[src/sv/tbpf_pkg.sv]
// Shared types, constants and tables for the tiled background pixel fetch unit.
// No dependencies.
package tbpf_pkg;

    localparam int VRAM_BYTES_DEF = 131072;
    localparam int MEM_ADDR_W     = 17;
    localparam int CFG_IDX_W      = 3;
    localparam int CFG_DATA_W     = 9;
    localparam int RECIP_W        = 14;
    localparam int RECIP_SHIFT    = 13;

    localparam logic OP_WRITE = 1'b0;
    localparam logic OP_FETCH = 1'b1;

    localparam logic [CFG_IDX_W-1:0] CFG_CHAR_BASE     = 3'd0;
    localparam logic [CFG_IDX_W-1:0] CFG_SCREEN_BASE   = 3'd1;
    localparam logic [CFG_IDX_W-1:0] CFG_MAP_DIMS      = 3'd2;
    localparam logic [CFG_IDX_W-1:0] CFG_PIX8_MODE     = 3'd3;
    localparam logic [CFG_IDX_W-1:0] CFG_MOSAIC_ENABLE = 3'd4;
    localparam logic [CFG_IDX_W-1:0] CFG_MOSAIC_SIZE   = 3'd5;
    localparam logic [CFG_IDX_W-1:0] CFG_SCROLL_X      = 3'd6;
    localparam logic [CFG_IDX_W-1:0] CFG_SCROLL_Y      = 3'd7;

    // ceil(2^13 / d) for block size d = index + 1; exact quotient for 9-bit values
    localparam logic [RECIP_W-1:0] MOSAIC_RECIP [16] = '{
        14'd8192, 14'd4096, 14'd2731, 14'd2048,
        14'd1639, 14'd1366, 14'd1171, 14'd1024,
        14'd911,  14'd820,  14'd745,  14'd683,
        14'd631,  14'd586,  14'd547,  14'd512
    };

    typedef struct packed {
        logic [1:0] char_base;
        logic [4:0] screen_base;
        logic [1:0] map_dims;
        logic       pix8_mode;
        logic       mosaic_enable;
        logic [7:0] mosaic_size;
        logic [8:0] scroll_x;
        logic [8:0] scroll_y;
    } t_cfg;

    typedef enum logic [1:0] {
        RD_MAP_LO = 2'd0,
        RD_MAP_HI = 2'd1,
        RD_TILE   = 2'd2
    } t_rd_sel;

    typedef struct packed {
        logic    load;
        logic    wr_en;
        logic    mul_en;
        logic    snap_en;
        logic    rd_en;
        t_rd_sel rd_sel;
        logic    lo_en;
        logic    hi_en;
        logic    out_load;
    } t_cmd;

    typedef struct packed {
        logic out_free;
    } t_status;

endpackage

[src/sv/tbpf_cfg.sv]
// Configuration register file of the pixel fetch unit.
// Depends on tbpf_pkg.
module tbpf_cfg (
    input  logic                              i_clk,
    input  logic                              i_rst_n,
    input  logic                              i_cfg_we,
    input  logic [tbpf_pkg::CFG_IDX_W-1:0]    i_cfg_index,
    input  logic [tbpf_pkg::CFG_DATA_W-1:0]   i_cfg_data,
    output tbpf_pkg::t_cfg                    o_cfg
);

    tbpf_pkg::t_cfg r_cfg;

    always_ff @(posedge i_clk) begin
        if (!i_rst_n) begin
            r_cfg <= '0;
        end else if (i_cfg_we) begin
            case (i_cfg_index)
                tbpf_pkg::CFG_CHAR_BASE:     r_cfg.char_base     <= i_cfg_data[1:0];
                tbpf_pkg::CFG_SCREEN_BASE:   r_cfg.screen_base   <= i_cfg_data[4:0];
                tbpf_pkg::CFG_MAP_DIMS:      r_cfg.map_dims      <= i_cfg_data[1:0];
                tbpf_pkg::CFG_PIX8_MODE:     r_cfg.pix8_mode     <= i_cfg_data[0];
                tbpf_pkg::CFG_MOSAIC_ENABLE: r_cfg.mosaic_enable <= i_cfg_data[0];
                tbpf_pkg::CFG_MOSAIC_SIZE:   r_cfg.mosaic_size   <= i_cfg_data[7:0];
                tbpf_pkg::CFG_SCROLL_X:      r_cfg.scroll_x      <= i_cfg_data[8:0];
                tbpf_pkg::CFG_SCROLL_Y:      r_cfg.scroll_y      <= i_cfg_data[8:0];
                default: ;
            endcase
        end
    end

    assign o_cfg = r_cfg;

endmodule

[config.mk]
export PLATFORM = sky130hd
export DESIGN_NAME = tbpf_cfg
export DESIGN_NICKNAME = d
export VERILOG_FILES = /design/src/sv/tbpf_pkg.sv /design/src/sv/tbpf_cfg.sv
export SDC_FILE = /design/constraint.sdc
export NUM_CORES = 1
export LEC_CHECK = 0
export BUFFER_PORTS_ARGS = -buffer_cell sky130_fd_sc_hd__buf_2
export CORE_ASPECT_RATIO = 1.1
export CORE_MARGIN = 5
export CORE_UTILIZATION = 43
export DETAILED_ROUTE_END_ITERATION = 16
export GPL_ROUTABILITY_DRIVEN = 0
export PLACE_DENSITY = 0.74
export SLEW_MARGIN = 5
export SYNTH_ARGS = -nofsm -noshare
export SYNTH_HDL_FRONTEND = slang
export SYNTH_SLANG_ARGS = --single-unit
[constraint.sdc]
create_clock -name i_clk -period 0.8 [get_ports i_clk]
set_input_delay 0.08 -clock i_clk [delete_from_list [all_inputs] [get_ports i_clk]]
set_output_delay 0.08 -clock i_clk [all_outputs]
set_load 0.05 [all_outputs]
Yosys cells after proc, flatten, opt, wreduce, memory -nomap -nowiden
Index checks and enable logic that the tools add are counted.

storage, ports and cells
  bits in registers = 37
  bits in latches = 0
  RAM bits = 0
  memory bits (read-only) = 0
  bits of input ports = 15
  output and inout port bits = 37
  word-level logic and storage cells = 24
  memories kept = 0

cells by class
  $add $sub $neg = 0
  multipliers = 0
  div/mod/pow operators = 0
  order comparisons = 0
  equal/unequal tests = 7
  shift operators = 0
  multiplexer cells = 0
  bitwise logic cells = 0
  reductions and logical operators = 9

operators by type and width
  cell                                            number
  AND reduction 2 bit                             8
  == test 3 bit (second input constant)           4
  == test 3 x 2 -> 1 bit (second input constant)  2
  == test 3 x 1 -> 1 bit (second input constant)  1
  zero test 3 bit                                 1

Longest topological paths before layout
  depth after elaboration = 2
  depth in mapped cells = 4
  gate-level depth less buffers = 2

Worst setup path before layout
Ideal clock, no wire load.

  path type = reg-to-reg
  from = register, netlist name o_cfg[0]
  to = register r_cfg (netlist bit o_cfg[0])
  setup time = 72 ps
  arrival = 813 ps
  data required time = 728 ps
  setup slack = -85 ps
  cell stages (with the launch flop) = 3
  buffers on the path = 0
  clock period less this slack = 885 ps
  cell sequence = dfxtp_1 > nand2_1 > mux2i_1

RTL lines
  what       line            RTL
  to (decl)  tbpf_cfg.sv:12  tbpf_pkg::t_cfg r_cfg;

Worst setup path after layout
  from = register r_cfg (netlist bit o_cfg[36])
  to = output port o_cfg[36] (netlist name)

RTL lines
  what       line           RTL
  to (decl)  tbpf_cfg.sv:9  output tbpf_pkg::t_cfg o_cfg

No word-level cell between the ends.

==> results.json <==
{
  "setup_ws_ns": -0.138,
  "syn_area_mm2": 0.00143,
  "nets": 222,
  "holdPathEnd": "o_cfg[8]",
  "status": "finished with violations",
  "yosysTopAreaCell": "dfxtp_1",
  "crit_fanout": 2,
  "cap_violations": 0,
  "async_flop_share_pct": 0,
  "synth_edf_count": 0,
  "final_max_slew_viol_count": 0,
  "p_leak_nw": 1.07,
  "worstSetupEndpointType": "primary output",
  "drive_above_1_share_pct": 56.7,
  "synthTopCellsByArea": "dfxtp_1 (52%), mux2i_1 (26%), nand2_1 (12%)",
  "ant_nets": 0,
  "num_vias": 1243,
  "regToRegStartpoint": "o_cfg[3]",
  "synthXorXnorAreaFrac_pct": 0,
  "postLayoutCellArea_mm2": 0.00230,
  "synthMuxAreaShare_pct": 25.8,
  "ys_ff_latch": 37,
  "crit_type": "reg2out",
  "fin_util_pct": 70.2,
  "rsz0062_at_grt": "yes",
  "timing.fmax_mhz": 1070,
  "slew-limit-headroom_pct": 77.2,
  "numCtsBuffers": 5,
  "holdWs_ns": 0.0171,
  "crit_chain": "buf_8",
  "cp_slowest_stage_delay_ns": 0.37,
  "cts_tree": "done",
  "root_buffer": "clkbuf_4",
  "htreeDepth": 2,
  "holdBufCountCts": 0,
  "cp_top_family": "flip-flops",
  "synth.most_common_cell": "nand2_1",
  "synth_cells": 137,
  "grt_pass1_wl_um": 6040,
  "ios": 52,
  "period_needed_ns": 0.938,
  "path_buf_inv": 1,
  "clock_latency_ns": 0.33,
  "hold_path.startpoint": "i_cfg_data[8]",
  "synth_cell_types": 12,
  "synth_common_cells": "nand2_1 (46), dfxtp_1 (37), mux2i_1 (37), buf_2 (6)",
  "worstPathRequired_ns": 0.72,
  "finalSetupViolCount": 38,
  "largest_register_ffs": 37,
  "cp-start-kind": "register",
  "cts.clk_slew.worst_paths_ns": 0.11,
  "synthSimpleGateAreaFrac_pct": 18.3,
  "die_y_um": 70.6,
  "synth-adder-area-share_pct": 0,
  "clockBufferDepth": 2,
  "antenna_found_initial": 0,
  "first_pass_iters": 4,
  "finalPower_mw": 3.36,
  "num_antenna_cells": 0,
  "synth_compound_area_share_pct": 0,
  "synth_top_family_by_area": "multiplexers",
  "grt-ovfl-total": 0,
  "core_mm2": 0.00328,
  "area_growth_pct": 60.4,
  "drt_iter0_drc": 42,
  "routed_wl_um": 3730,
  "hold_depth": 3,
  "drc_errors": 0,
  "die_x_um": 65.1,
  "dp_hpwl_um": 2540,
  "finalClockSkew_ns": 0,
  "wl_met2_um": 2090,
  "nFillCells": 241,
  "dieArea_mm2": 0.00459,
  "multi_input_area_um2": 638,
  "synth_top_area_share_pct": 51.7,
  "yosys_warnings": 0,
  "worstMarginPinSlew_ns": 0.342,
  "rows": 22,
  "wl_per_cell_um": 15.3,
  "seq_area_um2": 787,
  "drt-vias-per-instance": 5.09,
  "peakVddDrop_mv": 0.878,
  "io_buffers": 51,
  "min_period_over_period_pct": 117,
  "power.density_mw_per_mm2": 1460,
  "min_path_type": "in2reg",
  "hold_violations": 0,
  "dpl_cell_area_mm2": 0.00181,
  "postSynthAreaPerCell_um2": 10.5,
  "worstRegToRegCells": 4,
  "r2r-end": "o_cfg[3]",
  "grt_pass1_vias": 1311,
  "ys_seq_area_share_pct": 51.7,
  "synth_nets": 152,
  "synthFlopType": "dfxtp_1",
  "start_util_pct": 43.8,
  "slowest_stage": "dfxtp_2",
  "crit_arrival_ns": 0.86,
  "met3WireLength_um": 169,
  "grt_max_degree": 16,
  "violations": "negative setup slack",
  "wl_met1_um": 1390,
  "clock-sinks": 37,
  "track_usage_pct": 17.1,
  "top_layer_used": "met4",
  "r2r_slack_ns": -0.01
}
-- layer usage --
layer  GRT usage, %  vias up
met4           7.60        0
met2           30.6       33
met3           4.13        7
li1               -      600
met1           19.1      603
met5              0        -
-- area by class of cell --
cell class,instances,area share (%)
Sequential cell,37,34.2
Timing Repair Buffer,72,33.9
Multi-Input combinational cell,91,27.7
Clock buffer,8,2.12
Tap cell,36,1.96
-- stage by stage --
| step | TNS [ns] | setup slack (ns) | instances |
|---|---|---|---|
| 2_1_floorplan | 0 | 0.0707 | 137 |
| 3_3_place_gp | -1.97 | -0.110 | 225 |
| 3_5_place_dp | -2.71 | -0.149 | 225 |
| 4_1_cts | -4.58 | -0.145 | 239 |
| 5_1_grt | -5.92 | -0.178 | 244 |
| 6_report | -4.42 | -0.138 | 244 |
-- cell usage in the layout, fill, tap and decap left out --
master	synthesis	final
and4b_1	1	1
and4bb_1	2	2
and4bb_4	1	1
buf_12	0	1
buf_2	6	14
buf_4	1	19
buf_6	2	6
buf_8	0	32
clkbuf_1	0	3
clkbuf_4	0	5
dfxtp_2	0	37
mux2i_1	37	37
nand2_1	46	44
nand2_2	0	2
nand4_1	1	1
nand4b_1	2	2
nor4b_2	1	1
-- worst max path at each step --
stage,cells after the start,start,endpoint
floorplan,2,o_cfg[0],o_cfg[0]
global placement,4,i_cfg_index[0],o_cfg[9]
detailed placement,4,i_cfg_index[0],o_cfg[14]
CTS,1,o_cfg[30],o_cfg[30]
global route,1,o_cfg[30],o_cfg[30]
finish,1,o_cfg[36],o_cfg[36]
-- cell families after synthesis --
kind of cell,after synthesis
DFF,37
buffers and inverters,9
muxes,37
and+or+nand+nor,54
-- power breakdown --
part / leakage (nW) / internal (mW) / total (mW) / switching, mW
registers: 0.318 / 1.89 / 1.93 / 0.0365
logic: 0.726 / 0.222 / 0.517 / 0.295
clock network: 0.0265 / 0.350 / 0.917 / 0.567
total: 1.07 / 2.46 / 3.36 / 0.899
-- timing repair --
| item | CTS | global route |
|---|---|---|
| setup buffers | 6 | 5 |
| gates cloned | 0 | 0 |
| endpoints found under the setup margin | 37 | 37 |
| gates resized for setup | 100 | 9 |
Power figures use the tool's default switching activity.
