[src/sv/tbpf_pkg.sv]
// Shared types, constants and tables for the tiled background pixel fetch unit.
// No dependencies.
package tbpf_pkg;

    localparam int VRAM_BYTES_DEF = 131072;
    localparam int MEM_ADDR_W     = 17;
    localparam int CFG_IDX_W      = 3;
    localparam int CFG_DATA_W     = 9;
    localparam int RECIP_W        = 14;
    localparam int RECIP_SHIFT    = 13;

    localparam logic OP_WRITE = 1'b0;
    localparam logic OP_FETCH = 1'b1;

    localparam logic [CFG_IDX_W-1:0] CFG_CHAR_BASE     = 3'd0;
    localparam logic [CFG_IDX_W-1:0] CFG_SCREEN_BASE   = 3'd1;
    localparam logic [CFG_IDX_W-1:0] CFG_MAP_DIMS      = 3'd2;
    localparam logic [CFG_IDX_W-1:0] CFG_PIX8_MODE     = 3'd3;
    localparam logic [CFG_IDX_W-1:0] CFG_MOSAIC_ENABLE = 3'd4;
    localparam logic [CFG_IDX_W-1:0] CFG_MOSAIC_SIZE   = 3'd5;
    localparam logic [CFG_IDX_W-1:0] CFG_SCROLL_X      = 3'd6;
    localparam logic [CFG_IDX_W-1:0] CFG_SCROLL_Y      = 3'd7;

    // ceil(2^13 / d) for block size d = index + 1; exact quotient for 9-bit values
    localparam logic [RECIP_W-1:0] MOSAIC_RECIP [16] = '{
        14'd8192, 14'd4096, 14'd2731, 14'd2048,
        14'd1639, 14'd1366, 14'd1171, 14'd1024,
        14'd911,  14'd820,  14'd745,  14'd683,
        14'd631,  14'd586,  14'd547,  14'd512
    };

    typedef struct packed {
        logic [1:0] char_base;
        logic [4:0] screen_base;
        logic [1:0] map_dims;
        logic       pix8_mode;
        logic       mosaic_enable;
        logic [7:0] mosaic_size;
        logic [8:0] scroll_x;
        logic [8:0] scroll_y;
    } t_cfg;

    typedef enum logic [1:0] {
        RD_MAP_LO = 2'd0,
        RD_MAP_HI = 2'd1,
        RD_TILE   = 2'd2
    } t_rd_sel;

    typedef struct packed {
        logic    load;
        logic    wr_en;
        logic    mul_en;
        logic    snap_en;
        logic    rd_en;
        t_rd_sel rd_sel;
        logic    lo_en;
        logic    hi_en;
        logic    out_load;
    } t_cmd;

    typedef struct packed {
        logic out_free;
    } t_status;

endpackage

[src/sv/tbpf_ctrl.sv]
// Sequencer of the pixel fetch unit: steps one fetch through mosaic snap,
// two map byte reads, one tile byte read and the output load. Depends on tbpf_pkg.
module tbpf_ctrl (
    input  logic              i_clk,
    input  logic              i_rst_n,
    input  logic              i_in_valid,
    input  logic              i_operation,
    output logic              o_in_ready,
    input  tbpf_pkg::t_status i_status,
    output tbpf_pkg::t_cmd    o_cmd
);

    typedef enum logic [6:0] {
        S_IDLE   = 7'b0000001,
        S_MUL    = 7'b0000010,
        S_SNAP   = 7'b0000100,
        S_MAP_LO = 7'b0001000,
        S_MAP_HI = 7'b0010000,
        S_TILE   = 7'b0100000,
        S_PIX    = 7'b1000000
    } t_state;

    t_state r_state, n_state;
    logic   accept;

    assign o_in_ready = (r_state == S_IDLE);
    assign accept     = i_in_valid && o_in_ready;

    always_comb begin
        n_state        = r_state;
        o_cmd          = '0;
        o_cmd.rd_sel   = tbpf_pkg::RD_MAP_LO;
        case (r_state)
            S_IDLE: begin
                o_cmd.load  = accept;
                o_cmd.wr_en = accept && (i_operation == tbpf_pkg::OP_WRITE);
                if (accept && (i_operation == tbpf_pkg::OP_FETCH)) begin
                    n_state = S_MUL;
                end
            end
            S_MUL: begin
                o_cmd.mul_en = 1'b1;
                n_state      = S_SNAP;
            end
            S_SNAP: begin
                o_cmd.snap_en = 1'b1;
                n_state       = S_MAP_LO;
            end
            S_MAP_LO: begin
                o_cmd.rd_en  = 1'b1;
                o_cmd.rd_sel = tbpf_pkg::RD_MAP_LO;
                n_state      = S_MAP_HI;
            end
            S_MAP_HI: begin
                o_cmd.rd_en  = 1'b1;
                o_cmd.rd_sel = tbpf_pkg::RD_MAP_HI;
                o_cmd.lo_en  = 1'b1;
                n_state      = S_TILE;
            end
            S_TILE: begin
                o_cmd.rd_en  = 1'b1;
                o_cmd.rd_sel = tbpf_pkg::RD_TILE;
                o_cmd.hi_en  = 1'b1;
                n_state      = S_PIX;
            end
            S_PIX: begin
                // hold the tile byte until the output register frees up
                if (i_status.out_free) begin
                    o_cmd.out_load = 1'b1;
                    n_state        = S_IDLE;
                end
            end
            default: n_state = S_IDLE;
        endcase
    end

    always_ff @(posedge i_clk) begin
        if (!i_rst_n) begin
            r_state <= S_IDLE;
        end else begin
            r_state <= n_state;
        end
    end

endmodule

[config.mk]
export PLATFORM = sky130hd
export DESIGN_NAME = tbpf_ctrl
export DESIGN_NICKNAME = d
export VERILOG_FILES = /design/src/sv/tbpf_pkg.sv /design/src/sv/tbpf_ctrl.sv
export SDC_FILE = /design/constraint.sdc
export NUM_CORES = 1
export LEC_CHECK = 0
export BUFFER_PORTS_ARGS = -buffer_cell sky130_fd_sc_hd__buf_2
export CORE_AREA = 2 2 39 41
export DETAILED_ROUTE_END_ITERATION = 8
export DIE_AREA = 0 0 41 43
export GPL_ROUTABILITY_DRIVEN = 0
export SYNTH_ARGS = -nofsm -noshare
export SYNTH_HDL_FRONTEND = slang
export SYNTH_SLANG_ARGS = --single-unit
[constraint.sdc]
create_clock -name i_clk -period 1.6 [get_ports i_clk]
set_clock_uncertainty 0.1 [all_clocks]
set_input_delay 0.08 -clock i_clk [delete_from_list [all_inputs] [get_ports i_clk]]
set_output_delay 0.08 -clock i_clk [all_outputs]
set_load 0.01 [all_outputs]
# Word level (Yosys, flattened, before mapping)

Index checks and enable logic that the tools add are counted.

Register bits: 7
Input bits: 5
Word-level logic and storage cells: 26

Reduce and logical (&&, ||, !) cells: 4
Mux-type cells: 11
Equal/unequal tests: 9
Bitwise gates (word level): 1

Operators by type and width:

| cell                                                                    | number |
|---|---|
| 7-bit one-hot mux with 7 select lines                                   | 1 |
| 7-bit two-way mux                                                       | 2 |
| 3-bit one-hot mux with 3 select lines                                   | 1 |
| 7-bit by 1-bit == test with 1-bit output, second input constant         | 1 |
| 7-bit by 2-bit == test with 1-bit output, second input constant         | 1 |
| 7-bit by 3-bit == test with 1-bit output, second input constant         | 1 |
| 7-bit by 4-bit == test with 1-bit output, second input constant         | 1 |
| 7-bit by 5-bit == test with 1-bit output, second input constant         | 1 |
| 7-bit by 6-bit == test with 1-bit output, second input constant         | 1 |
| 7-bit == test, second input constant                                    | 1 |
| 1-bit two-way mux                                                       | 6 |
| 1-bit logical AND                                                       | 3 |
| 2-bit two-way mux                                                       | 1 |
| 2-bit by 1-bit inequality test with 1-bit output, second input constant | 1 |
| 2-bit inequality test, second input constant                            | 1 |
| 2-bit AND reduction                                                     | 1 |
| 1-bit NOT                                                               | 1 |

# Logic depth before layout (Yosys ltp)

Gate-level depths: netlist of the first run.

Word-level depth: 5
Depth in mapped cells: 6
Gate-level depth less buffers: 5

# Least setup slack after synthesis of the first run

Ideal clock, no wire load.

Path kind: register to output
Start: register r_state[6]
End: output port o_cmd[4] (netlist bit)
Stages on the path, launching flop included: 4
Required time: 1.420 ns
Buffers on the path: 1
Arrival time: 1.446 ns
Slack: -0.026 ns
Cells stage by stage: dfxtp_1 > buf_6 > or4_4 > nor4b_1

RTL lines:

| element                | RTL line        | RTL |
|---|---|---|
| start, declared        | tbpf_ctrl.sv:23 | `t_state r_state, n_state;` |
| start signal, assigned | tbpf_ctrl.sv:81 | `r_state <= n_state;` |
| end, declared          | tbpf_ctrl.sv:10 | `output tbpf_pkg::t_cmd o_cmd` |

==> results of run 1 <==
==> synth_stat cells <==
cell type / instances / area [um^2]
and2_1: 2 / 12.51
inv_1: 3 / 11.26
nor2_2: 1 / 6.260
nor2_1: 7 / 26.28
a21oi_1: 1 / 5.000
nor4b_1: 2 / 17.52
buf_2: 2 / 10.01
buf_4: 2 / 15.01
o21ai_0: 4 / 20.02
nor4b_4: 1 / 23.77
nand3_1: 2 / 10.01
a2111oi_0: 1 / 8.760
nand2b_1: 1 / 6.260
o211ai_1: 1 / 7.510
buf_6: 1 / 11.26
and2b_2: 1 / 8.760
dfxtp_1: 7 / 140.1
nor2b_1: 3 / 18.77
xor2_1: 2 / 17.52
nand2_1: 7 / 26.28
nor3_1: 3 / 15.01
a21oi_2: 1 / 8.760
and4b_1: 2 / 20.02
nor4_1: 1 / 6.260
o311ai_0: 1 / 8.760
nor4_2: 1 / 12.51
or4_4: 1 / 11.26
nor3b_1: 1 / 7.510
==> worst max-delay path, delay by kind of cell, from the launching register on <==
family / cells / cell delay (ns)
simple gates: 2 / 0.87
flops: 1 / 0.30
buf+inv: 1 / 0.17
==> where the power goes <==
group | switching, mW | internal (mW) | total [mW] | leakage [nW]
sequential | 0.0120 | 0.191 | 0.203 | 0.0592
clock | 0.0737 | 0.0957 | 0.169 | 0.0150
combinational | 0.187 | 0.211 | 0.398 | 0.310
total | 0.273 | 0.498 | 0.771 | 0.384
==> final cells by class <==
class	instances	area, um^2	area share
multi-input combinational	47	379.1	0.4698
clock buffer	4	26.28	0.03256
tap	16	20.02	0.02481
sequential	7	146.4	0.1814
inverter	3	11.26	0.01395
timing repair buffer	33	224.0	0.2775
==> metal layers <==
layer,up-vias,GRT usage
li1,282,-
met1,252,0.2052
met2,32,0.2656
met3,3,0.03141
met4,0,0.1000
met5,-,0
==> per-stage QoR <==
step           cell area (um^2)  setup TNS [ns]  setup WS, ns
3_5_place_dp              618.1               0       0.08074
4_1_cts                   723.2         -0.6989       -0.1914
2_1_floorplan             499.2               0      0.001878
3_3_place_gp              618.1               0       0.09692
5_1_grt                   807.0          -1.133       -0.2412
6_report                  807.0         -0.6826       -0.1875
==> worst paths after layout <==
check | from | endpoint | slack, ns | cells after the start
max | r_state[0]$_SDFFE_PN1P_ | o_cmd[1] | -0.19 | 3
min | i_in_valid | r_state[0]$_SDFFE_PN1P_ | 0.07 | 4
max reg2reg | r_state[0]$_SDFFE_PN1P_ | r_state[6]$_SDFFE_PN0P_ | 0.03 | 5
min reg2reg | r_state[6]$_SDFFE_PN0P_ | r_state[2]$_SDFFE_PN0P_ | 0.53 | 3
==> cells in the final DEF (no fill, tap or decap), types with 2 or more instances in the layout <==
cell type	n
and4b_1	2
buf_2	15
buf_4	14
buf_6	3
clkbuf_4	3
dfxtp_1	2
dfxtp_2	5
inv_1	2
nand2_1	6
nor2_1	4
nor2_2	3
nor2b_1	3
nor4b_2	2
o21ai_0	4
xor2_1	2
==> what timing repair did <==
| item | CTS | global route |
|---|---|---|
| resized for setup | 7 | 17 |
| hold buffers | 1 | 0 |
| setup buffers | 6 | 4 |
| setup endpoints to repair | 6 | 13 |
| pin swaps | 4 | 5 |
| endpoints found under the hold margin | 1 | 0 |
==> cells by family after synthesis <==
group,after synthesis
xor gates and xnor gates,2
and+or+nand+nor,36
AOI/OAI and AO/OA,9
DFF,7
buffers and inverters,8
==> results.yml, run 1 <==
logic_synthesis:
  ys_seq_elements: 7
  synth-seq-area-share: 0.2843
  syn-num-nets: 67
  avgSynthCellArea_um2: 7.951
  syn_inst: 62
  synthSimpleGateAreaFrac: 0.4645
  synthXorXnorAreaFrac: 0.03553
  yosys_warnings: 0
  synth_compound_area_frac: 0.1193
  ys_types: 28
  synth_top_family_by_area: "simple AND/OR/NAND/NOR gates"
  synth_fa_ha_area_frac: 0
  synth_area_um2: 493.0
  synthMuxAreaShare: 0
finish:
  largest_register_ffs: 7
  final_util: 0.5832
  fillers: 129
  diodes: 0
  instances_no_fill: 110
  reg_top3: "r_state (7)"
  layout-drive-gt1-share: 0.6170
  num-nets-final: 100
  syn2layout_area_growth_pct: 63.71
  max_flop_register: "r_state"
critical_path:
  cp.arrival_ns: 1.61
  critPathMaxFanout: 4
  path_class: "flop to output pin"
  path_cells: "or4_4 > nor4b_4 > buf_2"
  max_stage_delay_ns: 0.58
  worst_setup_path_end_kind: "output pin"
  critPathRequiredTime_ns: 1.42
  crit_path_top_delay_cell: "or4_4"
  worst_setup_path_start_kind: "flop"
route:
  drc: 0
  ant_nets: 0
  met2_length_um: 686
  drt_iter0_markers: 6
  top_layer: "met4"
  avgRoutedWirePerCell_um: 12.65
  wl_met3_um: 101
  first_pass_iters: 4
  drt-total-wl_um: 1391
  wl_met1_um: 576
  vias_per_cell: 5.173
  vias: 569
global_route:
  globalRouteOverflowTotal: 0
  grt_pass1_wl_um: 1987
  grt_max_degree: 10
  grtUsageTotal: 0.1704
  grt_pass1_vias: 480
  antenna_found_initial: 0
min_path:
  hold_class: "primary input to flop"
clock_tree:
  clk_pin_slew_worst_paths_ns: 0.06
  cts_made_buffers: 3
  ctsHtreeMaxLevel: 1
  cts_tree: "built"
  root_buffer: "clkbuf_4"
  clk_latency_ns: 0.27
  clock_sinks: 7
  cts_buffer_depth: 2
power_and_ir_drop:
  ir_drop_mv: 0.5481
  power_mw: 0.7705
  p_leak_nw: 0.3837
  pwr_density_cell_mw_per_mm2: 954.8
sta:
  finalHoldViolCount: 0
  fin_ws_ns: -0.1875
  drv_slew: 0
  period_needed_ns: 1.788
  finalCritPeriodShare: 1.117
  whs_ns: 0.07071
  slew_headroom: 0.7932
  setup_violations: 5
  max_freq_mhz: 559.4
  rsz0062_at_grt: "yes"
  worst_slew_pin_slew_ns: 0.3063
placement:
  portBuffers: 15
  placed_cells: 96
  hpwl_um: 872.8
outcome:
  status: "complete, but fails checks"
  violations: "negative setup slack"
floorplanning:
  start_util: 0.3562
  dieWidth_um: 41
  die_h_um: 43
  ios: 16
  rows: 14
  coreArea_mm2: 0.001384
  dieArea_mm2: 0.001763
flow_run:
  drv_cap: 0
Note: power is estimated with default switching activity, not from simulation.
==> run 2, diff against run 1 <==
--- a/config.mk
+++ b/config.mk
@@ -6,10 +6,13 @@
 export NUM_CORES = 1
 export LEC_CHECK = 0
 export BUFFER_PORTS_ARGS = -buffer_cell sky130_fd_sc_hd__buf_2
-export CORE_AREA = 2 2 39 41
+export CELL_PAD_IN_SITES_DETAIL_PLACEMENT = 0
+export CELL_PAD_IN_SITES_GLOBAL_PLACEMENT = 1
+export CORE_MARGIN = 1
+export CORE_UTILIZATION = 33
 export DETAILED_ROUTE_END_ITERATION = 8
-export DIE_AREA = 0 0 41 43
 export GPL_ROUTABILITY_DRIVEN = 0
+export PLACE_DENSITY_LB_ADDON = 0.1
 export SYNTH_ARGS = -nofsm -noshare
 export SYNTH_HDL_FRONTEND = slang
 export SYNTH_SLANG_ARGS = --single-unit
==> run 2 against run 1 <==
  * The flow still finishes with violations (negative setup slack)
  * First-iteration DRC count grew 67%
  * Utilization grew 1.3 points
  * Wire length shrank 2.9%
  * Die area shrank 6.3%
  * Critical path depth is the same
  * Worst hold slack lost 0.0061 ns
  * Sequential power grew 2%
  * Register-to-register slack is essentially flat
  * Critical endpoint unchanged
  * Largest power group unchanged
==> results.yml, run 2 (synthesized netlist as in run 1, its figures left out) <==
finish:
  final_cell_mix: "buf_4, buf_2, buf_6"
  max_flop_register: "r_state"
  final_util: 0.5959
  largest_register_ffs: 7
  layout-drive-gt1-share: 0.6264
  syn2layout_area_growth_pct: 63.20
  num-nets-final: 97
  diodes: 0
  reg_top3: "r_state (7)"
  final_common_cell: "buf_4"
  fillers: 132
outcome:
  violations: "negative setup slack"
  status: "complete, but fails checks"
global_route:
  globalRouteOverflowTotal: 0
  grt_max_degree: 10
  antenna_found_initial: 0
  grtUsageTotal: 0.1934
  grt_pass1_wl_um: 1973
  grt_pass1_vias: 438
sta:
  finalHoldViolCount: 0
  drv_slew: 0
  max_freq_mhz: 568.8
  period_needed_ns: 1.758
  worst_slew_pin_slew_ns: 0.3388
  tns_ns: -0.6713
  fin_ws_ns: -0.1580
  whs_ns: 0.06459
  slew_headroom: 0.7736
  setup_violations: 5
  finalCritPeriodShare: 1.099
  rsz0062_at_grt: "yes"
clock_tree:
  cts_made_buffers: 3
  ctsHtreeMaxLevel: 1
  cts_tree: "built"
  root_buffer: "clkbuf_4"
  clk_latency_ns: 0.25
  cts_buffer_depth: 2
  clock_sinks: 7
  clk_pin_slew_worst_paths_ns: 0.06
route:
  drt_iter0_markers: 10
  ant_nets: 0
  vias: 550
  drt-total-wl_um: 1350
  drc: 0
  vias_per_cell: 5.189
  avgRoutedWirePerCell_um: 12.74
  first_pass_iters: 4
power_and_ir_drop:
  p_leak_nw: 0.3792
  power_mw: 0.7337
  ir_drop_mv: 0.5134
  pwr_density_cell_mw_per_mm2: 911.9
critical_path:
  path_class: "flop to output pin"
  path_cells: "or4_4 > nor4b_4 > buf_2"
  critPathRequiredTime_ns: 1.42
  worst_setup_path_end_kind: "output pin"
  critPathMaxFanout: 4
  crit_path_top_delay_cell: "or4_4"
  cp.arrival_ns: 1.58
  worst_setup_path_start_kind: "flop"
  max_stage_delay_ns: 0.59
floorplanning:
  rows: 13
  dieArea_mm2: 0.001652
  coreArea_mm2: 0.001350
  dieWidth_um: 40.65
  start_util: 0.3652
  die_h_um: 40.65
  ios: 16
placement:
  hpwl_um: 908.6
  dp_slack_ns: 0.04726
  portBuffers: 15
flow_run:
  drv_cap: 0
min_path:
  hold_class: "primary input to flop"
run 2: power by group:
part / internal [mW] / switching, mW / leakage [nW]
Sequential: 0.192 / 0.0143 / 0.0589
Combinational: 0.191 / 0.169 / 0.305
Clock: 0.0956 / 0.0714 / 0.0150
Total: 0.479 / 0.254 / 0.379
run 2: cell type report:
| cell class | instances | area, um^2 | area share |
|---|---|---|---|
| inverter | 3 | 11.26 | 0.01400 |
| tap | 15 | 18.77 | 0.02333 |
| clock buffer | 4 | 26.28 | 0.03266 |
| sequential | 7 | 147.6 | 0.1835 |
| timing repair buffer | 30 | 232.7 | 0.2893 |
| multi-input combinational | 47 | 367.9 | 0.4572 |
run 2: stage by stage:
stage	std cells	area, um^2
2_1_floorplan	62	499.2
3_3_place_gp	94	609.3
3_5_place_dp	94	609.3
4_1_cts	102	695.7
5_1_grt	106	804.5
6_report	106	804.5
run 2: worst max-delay path, delay by kind of cell, from the launching register on:
kind	cells	cell delay, ns
DFF	1	0.32
and+or+nand+nor	2	0.83
buffers and inverters	1	0.17
run 2: worst paths after layout:
kind              slack, ns                     from  cells past startpoint                 endpoint
setup / recovery      -0.16  r_state[6]$_SDFFE_PN0P_                      3                 o_cmd[1]
hold / removal         0.06               i_in_valid                      4  r_state[0]$_SDFFE_PN1P_
setup reg to reg       0.04  r_state[6]$_SDFFE_PN0P_                      5  r_state[6]$_SDFFE_PN0P_
hold reg to reg        0.44  r_state[2]$_SDFFE_PN0P_                      2  r_state[3]$_SDFFE_PN0P_
run 2: what timing repair did:
action                                 in CTS  in global routing
gates cloned                                0                  0
setup endpoints to repair                   6                 10
gates resized for setup                     8                 23
setup buffers                               3                  4
endpoints found under the hold margin       1                  0
hold buffers                                1                  0
pin swaps                                   5                  6
run 2: metal layers:
layer / vias to the layer above / routed length (um) / GRT usage / share of wire
li1: 278 / - / - / -
met1: 251 / 582 / 0.2007 / 0.43
met2: 19 / 673 / 0.3254 / 0.50
met3: 2 / 72 / 0.09783 / 0.053
met4: 0 / 21 / 0.08333 / 0.016
met5: - / 0 / 0 / 0
==> run 3, diff against run 2 <==
==> constraint.sdc (replaced) <==
create_clock -name i_clk -period 1.65 [get_ports i_clk]
set_clock_uncertainty 0.1 [all_clocks]
set_input_delay 0.0825 -clock i_clk [delete_from_list [all_inputs] [get_ports i_clk]]
set_output_delay 0.0825 -clock i_clk [all_outputs]
set_load 0.01 [all_outputs]
==> run 3 against run 2 <==
  * The run still ends with negative setup slack left
  * Critical path depth is the same
  * Cell area shrank 11%
  * Highest routed layer unchanged
  * Clock power shrank 4%
  * Die area is the same
==> results.yml, run 3 (synthesized netlist as in run 1, its figures left out) <==
global_route:
  grt_max_degree: 9
  grt_pass1_wl_um: 1814
  grtUsageTotal: 0.1716
  globalRouteOverflowTotal: 0
  grt_pass1_vias: 450
  antenna_found_initial: 0
clock_tree:
  cts_made_buffers: 3
  root_buffer: "clkbuf_4"
  cts_buffer_depth: 2
  clock_sinks: 7
  clk_pin_slew_worst_paths_ns: 0.06
  ctsHtreeMaxLevel: 1
  cts_tree: "built"
  clk_latency_ns: 0.26
power_and_ir_drop:
  ir_drop_mv: 0.5150
  p_leak_nw: 0.3479
  pwr_density_cell_mw_per_mm2: 850.3
sta:
  fin_ws_ns: -0.1091
  setup_violations: 5
  period_needed_ns: 1.759
  slew_headroom: 0.7195
  rsz0062_at_grt: "yes"
  max_freq_mhz: 568.5
  tns_ns: -0.4265
  worst_slew_pin_slew_ns: 0.4149
  finalHoldViolCount: 0
  drv_slew: 0
  finalCritPeriodShare: 1.066
floorplanning:
  dieWidth_um: 40.65
  ios: 16
  rows: 13
  dieArea_mm2: 0.001652
  die_h_um: 40.65
  coreArea_mm2: 0.001350
  start_util: 0.3652
critical_path:
  reg2reg_slack_ns: 0.09
  path_buf_inv: 1
  endpoint: "o_cmd[1]"
  critPathRequiredTime_ns: 1.47
  worst_setup_path_end_kind: "output pin"
  critPathMaxFanout: 4
  crit_path_top_delay_cell: "or4_4"
  cp.depth: 3
  cp.arrival_ns: 1.58
  max_stage_delay_ns: 0.57
  path_cells: "or4_4 > nor4b_4 > buf_2"
  path_class: "flop to output pin"
  r2r_start: "r_state[0]$_SDFFE_PN1P_"
  ff2ff_path_depth: 5
  worst_setup_path_start_kind: "flop"
  cp-startpoint: "r_state[0]$_SDFFE_PN1P_"
  r2r-end: "r_state[6]$_SDFFE_PN0P_"
  crit_family: "simple AND/OR/NAND/NOR gates"
route:
  vias_per_cell: 5.019
  vias: 527
  drt_iter0_markers: 13
  drc: 0
  first_pass_iters: 4
  drt-total-wl_um: 1195
  ant_nets: 0
  avgRoutedWirePerCell_um: 11.38
placement:
  hpwl_um: 903.1
  placed_area_um2: 625.6
  portBuffers: 15
flow_run:
  drv_cap: 0
finish:
  num-nets-final: 96
  diodes: 0
  final_cell_area_um2: 718.2
  final_common_cell: "buf_2"
  final_cell_mix: "buf_2, buf_4, nand2_1"
  largest_register_ffs: 7
  max_flop_register: "r_state"
  syn2layout_area_growth_pct: 45.69
  reg_top3: "r_state (7)"
  layout-drive-gt1-share: 0.5000
outcome:
  violations: "negative setup slack"
  status: "complete, but fails checks"
min_path:
  hold_class: "primary input to flop"
[run 3: cell types whose count changed in the layout (fill, tap and decap cells not counted), moves of 2 or more]
cell | before | now
and2_1 | 0 | 2
and2_4 | 2 | 0
buf_2 | 10 | 15
buf_6 | 8 | 1
dfxtp_1 | 1 | 3
dfxtp_2 | 6 | 4
nand3_1 | 0 | 2
nand3_2 | 2 | 0
nor2_1 | 3 | 5
[run 3: worst min-delay path by stage]
stage,startpoint,endpoint,slack [ns],depth (start not counted)
2_1_floorplan,i_rst_n,r_state[0]$_SDFFE_PN1P_,0.07,1
3_3_place_gp,i_rst_n,r_state[0]$_SDFFE_PN1P_,0.24,2
3_5_place_dp,i_rst_n,r_state[0]$_SDFFE_PN1P_,0.24,2
4_1_cts,i_in_valid,r_state[0]$_SDFFE_PN1P_,0.08,4
5_1_grt,i_in_valid,r_state[0]$_SDFFE_PN1P_,0.09,4
6_report,i_in_valid,r_state[0]$_SDFFE_PN1P_,0.06,4
[run 3: worst reg2reg max path, cell delays in order, from the launching register on]
cell,delay [ns]
dfxtp_2,0.32
or4_4,0.58
nor4b_4,0.25
buf_4,0.15
a21oi_2,0.03
nor2_2,0.07
[run 3: cell type report]
class / instances / area, um^2
flip-flops and latches: 7 / 145.1
well taps: 15 / 18.77
fillers: 132 / 631.9
multi-input cells: 47 / 330.3
inverters: 3 / 11.26
repair buffers: 29 / 186.4
clock buffers: 4 / 26.28
[run 3: timing repair]
action                                  4_1_cts  5_1_grt
hold buffers                                  1        0
endpoints found under the setup margin        6       12
gates resized for setup                       4        6
endpoints found under the hold margin         1        0
pin swaps                                     1        2
setup buffers                                 2        1
[run 3: per-layer routing]
| metal | up-vias | track usage | routed length, um |
|---|---|---|---|
| met2 | 20 | 0.2698 | 576 |
| met5 | - | 0 | 0 |
| met1 | 234 | 0.2067 | 552 |
| met3 | 2 | 0.03261 | 52 |
| li1 | 271 | - | - |
| met4 | 0 | 0.1250 | 14 |
[run 3: metrics by stage]
step                        util  power, mW  setup slack [ns]  instances  hold slack (ns)
after CTS                 0.5134     0.5948           -0.1520        104          0.07539
after floorplan                -     0.3349           0.02190         62          0.07137
after global routing      0.5320     0.6600           -0.2038        105          0.09255
after detailed placement  0.4634     0.4238            0.1171         97           0.2436
after global placement    0.4634     0.4277            0.1441         97           0.2424
final                     0.5320     0.6107           -0.1091        105          0.06485
[run 3: where the power goes]
group | internal, mW | switching, mW | leakage [nW]
Clock | 0.0926 | 0.0679 | 0.0150
Sequential | 0.185 | 0.0132 | 0.0580
Combinational | 0.127 | 0.126 | 0.275
